<file path="config.mk">
export PLATFORM = sky130hd
export DESIGN_NAME = bounded_position_list
export DESIGN_NICKNAME = d
export VERILOG_FILES = /design/src/rtl/bpl_pkg.sv /design/src/rtl/bpl_cell.sv /design/src/rtl/bounded_position_list.sv
export SDC_FILE = /design/constraint.sdc
export NUM_CORES = 2
export LEC_CHECK = 0
export ABC_AREA = 1
export BUFFER_PORTS_ARGS = -buffer_cell sky130_fd_sc_hd__buf_2
export CORE_UTILIZATION = 55
export DETAILED_ROUTE_END_ITERATION = 7
export PLACE_DENSITY_LB_ADDON = 0.15
export SLEW_MARGIN = 20
export SYNTH_ARGS = -nofsm -noshare
export SYNTH_HDL_FRONTEND = slang
export SYNTH_SLANG_ARGS = --single-unit
</file>
<file path="constraint.sdc">
create_clock -name clock -period 5.25 [get_ports clock]
set_input_delay 0.525 -clock clock [delete_from_list [all_inputs] [get_ports clock]]
set_output_delay 0.525 -clock clock [all_outputs]
set_load 0.01 [all_outputs]
</file>
<file path="src/rtl/bpl_pkg.sv">
// Shared types and constants of the bounded position list.
package bpl_pkg;

   // Largest supported list size, and the width of a position within it.
   localparam int CAP_MAX          = 1024;
   localparam int POS_W            = $clog2(CAP_MAX);
   localparam int DEFAULT_CAPACITY = 64;

   typedef struct packed {
      logic [7:0] x;
      logic [7:0] y;
      logic [7:0] symbol;
   } rec_type;

   typedef enum logic [2:0] {
      FN_INS_HEAD    = 3'd0,
      FN_INS_TAIL    = 3'd1,
      FN_REMOVE_AT   = 3'd2,
      FN_REMOVE_HEAD = 3'd3,
      FN_REMOVE_TAIL = 3'd4,
      FN_CHANGE_AT   = 3'd5,
      FN_READ_AT     = 3'd6,
      FN_READ_TAIL   = 3'd7
   } func_type;

   typedef enum logic [1:0] {
      ST_OK    = 2'd0,
      ST_FULL  = 2'd1,
      ST_EMPTY = 2'd2,
      ST_RANGE = 2'd3
   } status_type;

   // What every cell does at the next clock edge.
   typedef enum logic [1:0] {
      CELL_HOLD = 2'd0,
      CELL_UP   = 2'd1,
      CELL_DOWN = 2'd2,
      CELL_LOAD = 2'd3
   } cell_op_type;

   typedef struct packed {
      cell_op_type            op;
      logic [POS_W-1:0]       pos;
      logic [POS_W-1:0]       rd_pos;
      rec_type                rec;
   } cell_ctl_type;

   typedef enum logic {
      FSM_IDLE = 1'b0,
      FSM_READ = 1'b1
   } fsm_state_type;

endpackage

</file>
<file path="src/rtl/bpl_cell.sv">
// One storage cell of the list, with its stage of the read bus.
module bpl_cell #(
   parameter int CELL_INDEX = 0
) (
   input  logic                  clock,
   input  bpl_pkg::cell_ctl_type ctl,
   input  bpl_pkg::rec_type      left_rec,
   input  bpl_pkg::rec_type      right_rec,
   input  bpl_pkg::rec_type      bus_right,
   output bpl_pkg::rec_type      data_out,
   output bpl_pkg::rec_type      bus_out
);
   import bpl_pkg::*;

   localparam logic [POS_W-1:0] MY_INDEX = POS_W'(CELL_INDEX);

   rec_type data_ff;
   rec_type data_in;
   rec_type bus_ff;
   rec_type bus_in;

   always_comb begin
      case (ctl.op)
         CELL_UP:   data_in = left_rec;
         CELL_DOWN: data_in = (MY_INDEX >= ctl.pos) ? right_rec : data_ff;
         CELL_LOAD: data_in = (MY_INDEX == ctl.pos) ? ctl.rec : data_ff;
         default:   data_in = data_ff;
      endcase
   end

   // The selected cell drops its record onto the bus; all others pass the
   // bus on toward cell zero.
   assign bus_in = (MY_INDEX == ctl.rd_pos) ? data_ff : bus_right;

   always_ff @(posedge clock) begin
      data_ff <= data_in;
      bus_ff  <= bus_in;
   end

   assign data_out = data_ff;
   assign bus_out  = bus_ff;

endmodule

</file>
<file path="src/rtl/bounded_position_list.sv">
// Top level of the bounded position list: command decode, cell chain, result register.
//
// An ordered list of up to CAPACITY records (x, y, symbol), held in a row of
// identical cells. Every command transfer on the req_ channel yields exactly
// one transfer on the rsp_ channel carrying a status, the record read (zero
// unless a read succeeded) and the entry count after the command. Inserts,
// removes and overwrites need no wait: every cell loads its own value,
// its left or right neighbor's record or the incoming record, so with rsp_ready
// held high such commands are taken in every cycle. A successful read_at or
// read_tail of position P ties the block up from its transfer to the next
// accepted command, because the record walks down the read bus one cell per
// clock until it reaches cell zero. Failed reads answer without that wait.
// There is no clearing pass after reset: only the control state and count are
// cleared, and no command can read a record that is not live.
module bounded_position_list #(
   parameter int CAPACITY = bpl_pkg::DEFAULT_CAPACITY
) (
   input  logic       clock,
   input  logic       reset,
   input  logic       req_valid,
   output logic       req_ready,
   input  logic [2:0] req_func,
   input  logic [5:0] req_item_index,
   input  logic [7:0] req_pos_x,
   input  logic [7:0] req_pos_y,
   input  logic [7:0] req_pos_symbol,
   output logic       rsp_valid,
   input  logic       rsp_ready,
   output logic [1:0] rsp_status,
   output logic [7:0] rsp_out_x,
   output logic [7:0] rsp_out_y,
   output logic [7:0] rsp_out_symbol,
   output logic [6:0] rsp_entry_count
);
   import bpl_pkg::*;

   // Count width, and a compare width that also covers the 6-bit index and
   // the 7-bit reported count.
   localparam int CW   = $clog2(CAPACITY + 1);
   localparam int WIDE = (CW > 7) ? CW : 7;

   // Control state.
   fsm_state_type    state_ff, state_in;
   logic [CW-1:0]    count_ff, count_in;
   logic [CW-1:0]    wait_ff, wait_in;
   logic [POS_W-1:0] rd_pos_ff, rd_pos_in;
   logic             rsp_valid_ff, rsp_valid_in;

   // Result register payload.
   status_type       status_ff, status_in;
   rec_type          out_rec_ff, out_rec_in;
   logic [CW-1:0]    out_count_ff, out_count_in;

   logic             accept;
   logic             out_free;
   logic             rsp_load;
   logic [WIDE-1:0]  count_ext;
   logic [WIDE-1:0]  idx_ext;
   logic             is_full;
   logic             is_empty;
   logic             out_range;
   func_type         func;
   rec_type          new_rec;
   cell_op_type      dec_op;
   logic [POS_W-1:0] dec_pos;
   status_type       dec_status;
   logic [CW-1:0]    dec_count;
   logic             dec_read;
   logic [POS_W-1:0] dec_rd_pos;
   cell_ctl_type     ctl;

   rec_type          cell_data [CAPACITY];
   rec_type          bus_chain [CAPACITY+1];

   assign func      = func_type'(req_func);
   assign new_rec   = '{x: req_pos_x, y: req_pos_y, symbol: req_pos_symbol};
   assign count_ext = WIDE'(count_ff);
   assign idx_ext   = WIDE'(req_item_index);
   assign is_full   = count_ext >= WIDE'(CAPACITY);
   assign is_empty  = (count_ff == '0);
   assign out_range = idx_ext >= count_ext;

   // The result register is free when empty or being drained this cycle.
   assign out_free  = !rsp_valid_ff || rsp_ready;
   assign req_ready = (state_ff == FSM_IDLE) && out_free;
   assign accept    = req_valid && req_ready;

   // Command decode: status, count after the command, and cell action.
   always_comb begin
      dec_op     = CELL_HOLD;
      dec_pos    = '0;
      dec_status = ST_OK;
      dec_count  = count_ff;
      dec_read   = 1'b0;
      dec_rd_pos = POS_W'(req_item_index);
      case (func)
         FN_INS_HEAD: begin
            if (is_full) begin
               dec_status = ST_FULL;
            end else begin
               dec_op    = CELL_UP;
               dec_count = count_ff + CW'(1);
            end
         end
         FN_INS_TAIL: begin
            if (is_full) begin
               dec_status = ST_FULL;
            end else begin
               dec_op    = CELL_LOAD;
               dec_pos   = POS_W'(count_ff);
               dec_count = count_ff + CW'(1);
            end
         end
         FN_REMOVE_AT: begin
            if (out_range) begin
               dec_status = ST_RANGE;
            end else begin
               dec_op    = CELL_DOWN;
               dec_pos   = POS_W'(req_item_index);
               dec_count = count_ff - CW'(1);
            end
         end
         FN_REMOVE_HEAD: begin
            if (is_empty) begin
               dec_status = ST_EMPTY;
            end else begin
               dec_op    = CELL_DOWN;
               dec_count = count_ff - CW'(1);
            end
         end
         FN_REMOVE_TAIL: begin
            if (is_empty) begin
               dec_status = ST_EMPTY;
            end else begin
               dec_count = count_ff - CW'(1);
            end
         end
         FN_CHANGE_AT: begin
            if (out_range) begin
               dec_status = ST_RANGE;
            end else begin
               dec_op  = CELL_LOAD;
               dec_pos = POS_W'(req_item_index);
            end
         end
         FN_READ_AT: begin
            if (out_range) begin
               dec_status = ST_RANGE;
            end else begin
               dec_read = 1'b1;
            end
         end
         FN_READ_TAIL: begin
            if (is_empty) begin
               dec_status = ST_EMPTY;
            end else begin
               dec_read   = 1'b1;
               dec_rd_pos = POS_W'(count_ff - CW'(1));
            end
         end
         default: begin
            dec_status = ST_OK;
         end
      endcase
   end

   // Broadcast to the cells; nothing moves unless a command is taken.
   assign ctl = '{op:     accept ? dec_op : CELL_HOLD,
                  pos:    dec_pos,
                  rd_pos: rd_pos_ff,
                  rec:    new_rec};

   // Sequencer: a successful read waits for the record to reach cell zero.
   always_comb begin
      state_in     = state_ff;
      count_in     = count_ff;
      wait_in      = wait_ff;
      rd_pos_in    = rd_pos_ff;
      rsp_load     = 1'b0;
      status_in    = status_ff;
      out_rec_in   = out_rec_ff;
      out_count_in = out_count_ff;
      case (state_ff)
         FSM_IDLE: begin
            if (accept) begin
               count_in = dec_count;
               if (dec_read) begin
                  state_in  = FSM_READ;
                  rd_pos_in = dec_rd_pos;
                  wait_in   = CW'(dec_rd_pos) + CW'(1);
               end else begin
                  rsp_load     = 1'b1;
                  status_in    = dec_status;
                  out_rec_in   = '0;
                  out_count_in = dec_count;
               end
            end
         end
         FSM_READ: begin
            if (wait_ff != '0) begin
               wait_in = wait_ff - CW'(1);
            end else if (out_free) begin
               state_in     = FSM_IDLE;
               rsp_load     = 1'b1;
               status_in    = ST_OK;
               out_rec_in   = bus_chain[0];
               out_count_in = count_ff;
            end
         end
         default: begin
            state_in = FSM_IDLE;
         end
      endcase
   end

   always_comb begin
      if (rsp_load) begin
         rsp_valid_in = 1'b1;
      end else if (rsp_ready) begin
         rsp_valid_in = 1'b0;
      end else begin
         rsp_valid_in = rsp_valid_ff;
      end
   end

   always_ff @(posedge clock) begin
      if (reset) begin
         state_ff     <= FSM_IDLE;
         count_ff     <= '0;
         wait_ff      <= '0;
         rd_pos_ff    <= '0;
         rsp_valid_ff <= 1'b0;
      end else begin
         state_ff     <= state_in;
         count_ff     <= count_in;
         wait_ff      <= wait_in;
         rd_pos_ff    <= rd_pos_in;
         rsp_valid_ff <= rsp_valid_in;
      end
   end

   always_ff @(posedge clock) begin
      status_ff    <= status_in;
      out_rec_ff   <= out_rec_in;
      out_count_ff <= out_count_in;
   end

   // The cell chain. Cell zero takes the new record on a head insert, and
   // the end of the read bus feeds zeros.
   assign bus_chain[CAPACITY] = '0;

   for (genvar i = 0; i < CAPACITY; i++) begin : g_cell
      rec_type left_rec;
      rec_type right_rec;
      if (i == 0) begin : g_first
         assign left_rec = new_rec;
      end else begin : g_inner
         assign left_rec = cell_data[i-1];
      end
      if (i == CAPACITY - 1) begin : g_last
         assign right_rec = '0;
      end else begin : g_mid
         assign right_rec = cell_data[i+1];
      end
      bpl_cell #(
         .CELL_INDEX(i)
      ) u_cell (
         .clock     (clock),
         .ctl       (ctl),
         .left_rec  (left_rec),
         .right_rec (right_rec),
         .bus_right (bus_chain[i+1]),
         .data_out  (cell_data[i]),
         .bus_out   (bus_chain[i])
      );
   end

   logic [WIDE-1:0] out_count_ext;
   assign out_count_ext   = WIDE'(out_count_ff);

   assign rsp_valid       = rsp_valid_ff;
   assign rsp_status      = status_ff;
   assign rsp_out_x       = out_rec_ff.x;
   assign rsp_out_y       = out_rec_ff.y;
   assign rsp_out_symbol  = out_rec_ff.symbol;
   assign rsp_entry_count = out_count_ext[6:0];

   // The live count never passes the capacity.
   a_count_bound: assert property (@(posedge clock) disable iff (reset)
      WIDE'(count_ff) <= WIDE'(CAPACITY))
      else $error("entry count exceeds capacity");

   // No command is taken while a read walks down the chain.
   a_read_blocks: assert property (@(posedge clock) disable iff (reset)
      (state_ff == FSM_READ) |-> !req_ready)
      else $error("command accepted during a read");

   // The count only moves when a command is taken.
   a_count_stable: assert property (@(posedge clock) disable iff (reset)
      !accept |=> $stable(count_ff))
      else $error("count changed without a command");

   // A finished read always reports success with the count unchanged.
   a_read_result: assert property (@(posedge clock) disable iff (reset)
      (state_ff == FSM_READ && rsp_load) |=>
         (rsp_valid && rsp_status == ST_OK && out_count_ff == count_ff))
      else $error("read result malformed");

endmodule

</file>
# == After elaboration in Yosys (flattened, before gate mapping) ==
# Index checks and enable logic that the tools add are counted.
# Widths: inputs -> output; s select.
# totals
memories,0
latch_bits,0
mem_bits_rw,0
reg_bits,3131
input_bits,37
output_inout_bits,35
rom_bits,0
# op_classes
n_reduce_logical,84
div,0
order_cmp,66
bitwise_logic,1
n_mul,0
n_eq_ne,270
add_sub_neg,5
shifts,0
mux,309
# ops
cell,count
$mux 24,195
$pmux 24 s3,64
$eq 6x10->1 const A,32
$ne 2x1->1 const B,130
$eq 6x7->1 const A,32
$ge 6x7->1 const A,32
$reduce_and 3->1,66
$eq 5x10->1 const A,16
$eq 5x7->1 const A,16
$ge 5x7->1 const A,16
$eq 4x10->1 const A,8
$mux 7,11
$eq 4x7->1 const A,8
$ge 4x7->1 const A,8
$pmux 24 s2,1
$pmux 7 s2,3
$eq 3x10->1 const A,4
$eq 3x7->1 const A,4
$ge 3x7->1 const A,4
$mux 2,11
$pmux 7 s3,1
$eq 2x10->1 const A,2
$logic_not 10->1,2
$mux 10,2
other kinds (35),67

# == Logic depth before layout (Yosys ltp) ==
# logic_depth
ltp_word,8
ltp_mapped,18
ltp_nobuf,16

# == Least setup slack after synthesis ==
# No wires, ideal clock.
# synth_timing
kind,reg-to-reg
from,"register count_ff[1], in the netlist count_ext[1]"
to,"register g_cell[47].u_cell.data_ff, in the netlist g_cell[47].u_cell.data_out[0], enable pin"
setup_ns,0.435
t_arrival_ns,3.804
n_path_buf,2
slack_ns,1.011
path_stages_with_launch,16
synth_period_minus_slack_ns,4.239
path_cell_list,dfxtp_1 clkbuf_1 inv_1 ha_1 nand2_1 inv_1 nand2_1 nand2_1 nand2_1 nand3_1 nand2_1 nand2_1 clkbuf_1 nor2_1 a21oi_1 nor3_1
# synth_between
elab_chain_len,7
# synth_rtl
element,line,source
from (decl),bounded_position_list.sv:44,"logic [CW-1:0] count_ff, count_in;"
from (signal assigned),bounded_position_list.sv:235,count_ff <= count_in;
branches (longest 6 deep; another with $ge 6x7->1),--,
$reduce_and 3->1 (no line) (*),--,
to (signal assigned),bpl_cell.sv:36,data_ff <= data_in;
to (decl),bpl_cell.sv:17,rec_type data_ff;
# Mark *: on every way between the ends.
# A chain may end at the register's enable or synchronous reset.

# == Final worst setup path ==
# layout_timing
from,"register count_ff[2], in the netlist count_ext[2]"
to,"register g_cell[27].u_cell.data_ff, in the netlist g_cell[27].u_cell.data_out[18], enable pin"
# layout_between
elab_chain_len,7
# layout_rtl
element,line
branches (longest 6 deep; another with $ge 6x7->1),--
$reduce_and 3->1 (no line) (*),--
to (signal assigned),bpl_cell.sv:36
to (decl),bpl_cell.sv:17
# Marks and branches as above.

==> impl_results.md <==
- Status: finished, final reports clean
- Post-synth EDFFs: 1,569
- Critical Path AT: between 5 and 6 ns
- Slew Limit Headroom: 0.2098
- Largest net degree at the start of global routing: 183
- Pins Over Slew Limit: 0
- Yosys synthesis warning count: 0
- Hpwl dp: 204.3 mm
- CTS buffer count: 329
- Mapped cell area: ~120,000 sq um
- WHS Path Cells: 3
- TritonCTS clock tree: yes
- CTS sink cnt: 3,129
- Via count: 83,980
- FF+latch area: just under 80,000 sq um
- Routed Antenna Nets: 0
- Post-CTS sizing: 0
- Pwr dens: approximately 430 nW/um^2
- Final Critical Period: between 4 and 5 ns
- Reg-to-reg slack, setup: about 0.66 ns
- Peak VDD IR: between 0.0003 and 0.0004 V
- Layout cells sized above 1: 0.1499
- Sequential area share after synthesis: 0.6475
- Initial antenna violation count: 3
- Vias per std cell: between 5 and 6
- Clock slew at reported path FFs: approximately 0.06 ns
- Number of global-route vias before repair: around 85,000
- Min-Delay Endpoint: g_cell[0].u_cell.data_out[4]$_DFFE_PP_
- Fin worst setup slack: roughly 0.66 ns
- Die Wd: roughly 470 um
- Top FF cell, synth: edfxtp_1
- Clock root buffer: clkbuf_16
- Async set or reset register ratio after synthesis: 0
- Pre-antenna DRT Iters: 5
- Initial Utilization: 0.5556
- Total wire length: approximately 340 mm
- Gpl congestion: between 0.8 and 0.9
- Setup CP Type: register to register
- Area Overhead vs Synth: 11.56%
- Clock Latency Late Sink: around 0.97 ns
- Core Region: 217,800 sq um
- Syn_area_per_cell: ~11 sq um
- Synth Instances: about 11,000
- RSZ-0062 raised after global routing: no
- Yosys reg bits: between 3,000 and 4,000
- CP cell instances: inv_2 > ha_1 > a21oi_1 > nand2_1 > nand2_1 > nand3_1 > nand2_1 > inv_1 > nor2_1 > nand2_1 > nor2_1 > nor2_1 > nor2_2 > buf_4
- Rows: roughly 170
- Chip height: roughly 470 um
- Worst EP required: 5.80 ns
- Clock Path Buffers: 4
- Placement Setup Slack: between 0.9 and 1 ns
- Post-synthesis net count: about 11,000
- Finish-stage setup viols: 0
- Slowest CP cell: nor2_1
- Total track usage: 0.3010
- Crit-path max FO: 24
- Hold crit path type: input pin to register
- RR Startpoint: count_ext[2]$_SDFFE_PP0P_
- Synth cell types: 33
- I/O pin count: 72
- Worst-margin pin slew: roughly 1.2 ns
- Setup crit start kind: register
- Final-layout fill cell count: around 17,000
- Die area: ~220,000 sq um
- Fin crit share: 0.8738
- Total Power: between 50 and 60 mW
- Setup crit end kind: register
- Wirelength per Cell: 23.84 um
- Area of the multi-input gates: ~37,000 sq um
- Global-route wire length before repair: around 520 mm
- 1st-iter DRT viols: around 8,600
- Reg2Reg Capture Point: g_cell[27].u_cell.data_out[18]$_DFFE_PP_
- Placed cell count: roughly 14,000
- Final Hold Violating Endpoints: 0
- Clock Skew: between 0.06 and 0.07 ns
- FMAX: roughly 220 MHz
- Worst hold path startpoint: req_pos_symbol[4]
- H-tree levels: 5
- Drt drc: 0
- I/O Buffers: 71
- GRT overflow: 0
- Nets@finish: between 10,000 and 15,000
- Leakage: approximately 55 nW
- Slowest stage delay, CP: 0.72 ns
- Max Cap Viol: 0
- Fin cells: ~14,000
- Reg2Reg Depth: 14
- Critical Path Most Common Cell: nand2_1
- Setup_tns: 0 ns
-- per-layer routing --
layer | wire [um] | track usage
met1 | 142800 | 0.4128
met2 | 159900 | 0.4931
met3 | 24020 | 0.03932
met4 | 11440 | 0.1035
met5 | 0 | 0
-- per-stage QoR --
step / cell area, sq um / utilization / hold WS [ns]
finish: 135000 / 0.6198 / 0.08954
global route: 135000 / 0.6197 / 0.06750
floorplan: 121000 / - / 0.4056
global placement: 124300 / 0.5705 / 0.4106
CTS: 134900 / 0.6196 / 0.04793
detailed placement: 124300 / 0.5705 / 0.4140
-- critical path: cells and delay by family (launching register included) --
kind | cells | cell delay [ns]
buf+inv | 3 | 0.86
simple gates | 9 | 2.28
fa+ha+maj | 1 | 0.32
compound gates | 1 | 0.15
flops | 1 | 0.53
-- worst max-delay path by stage --
| stage | startpoint | end | slack (ns) |
|---|---|---|---|
| floorplan | count_ext[1]$_SDFFE_PP0P_ | g_cell[47].u_cell.data_out[0]$_DFFE_PP_ | 1.01 |
| global placement | req_item_index[0] | g_cell[27].u_cell.data_out[10]$_DFFE_PP_ | 0.82 |
| detailed placement | count_ext[2]$_SDFFE_PP0P_ | g_cell[27].u_cell.data_out[23]$_DFFE_PP_ | 0.91 |
| CTS | count_ext[2]$_SDFFE_PP0P_ | g_cell[27].u_cell.data_out[5]$_DFFE_PP_ | 0.84 |
| global route | count_ext[2]$_SDFFE_PP0P_ | g_cell[27].u_cell.data_out[1]$_DFFE_PP_ | 0.53 |
| finish | count_ext[2]$_SDFFE_PP0P_ | g_cell[27].u_cell.data_out[18]$_DFFE_PP_ | 0.66 |
-- synth_stat cells, types with 50 or more instances --
cell	n	area share
nand3_1	604	0.025
o21ai_0	767	0.032
dfxtp_1	1560	0.26
nor2_1	158	0.0049
buf_2	296	0.012
mux2_2	858	0.080
o211ai_1	971	0.060
inv_1	789	0.024
clkbuf_1	388	0.012
a21oi_1	50	0.0021
edfxtp_1	1569	0.39
nand2_1	3043	0.094
-- what timing repair did --
item | CTS | global route
endpoints found under the setup margin | 0 | 0
hold buffers | 25 | 0
hold endpoints to repair | 29 | 0
setup buffers | 0 | 0
-- sequential cells by signal, summed over array words and instances, names as in the netlist --
register	flops
g_cell.u_cell.bus_out	1536
g_cell.u_cell.data_out	1536
rd_pos_ff	8
rsp_out_symbol	8
rsp_out_x	8
rsp_out_y	8
count_ext	7
rsp_entry_count	7
wait_ff	7
rsp_status	2
rsp_valid	1
state_ff	1
-- where the power goes --
part,total (mW),leakage (nW),internal (mW),switching [mW]
sequential,29.9,27.4,28.7,1.21
combinational,5.92,22.5,1.91,4.02
clock,22.7,5.12,13.4,9.32
-- placed cells by master, fill, tap and decap left out, types with 71 or more instances in the layout --
cell,count
inv_1,789
mux2_2,858
nor2_1,130
o211ai_1,971
buf_4,160
edfxtp_1,1569
buf_2,71
dfxtp_1,1559
nand2_1,3004
clkbuf_16,336
nand3_1,604
o21ai_0,766
clkbuf_1,98
-- logic make-up (layout without fill, tap and decap cells) --
kind of cell | count (synthesis) | in the layout | share of synthesized area
buffers and inverters | 1514 | 1678 | 0.05018
AOI/OAI and AO/OA | 1800 | 1800 | 0.09472
other | 0 | 6 | 0
and+or+nand+nor | 3840 | 3840 | 0.1263
adders and majority gates | 12 | 12 | 0.001241
muxes | 858 | 858 | 0.07985
DFF | 3129 | 3129 | 0.6475
xor gates and xnor gates | 4 | 4 | 0.0002895
-- final cells by class --
type,count,share of cell area
Clock buffer,474,0.06909
Antenna cell,6,0.0001112
Sequential cell,3129,0.5804
Clock inverter,110,0.008157
Inverter,796,0.02219
Multi-Input combinational cell,6514,0.2739
Timing Repair Buffer,298,0.01967
Tap cell,2854,0.02645
(Power assumes the default switching activity.)
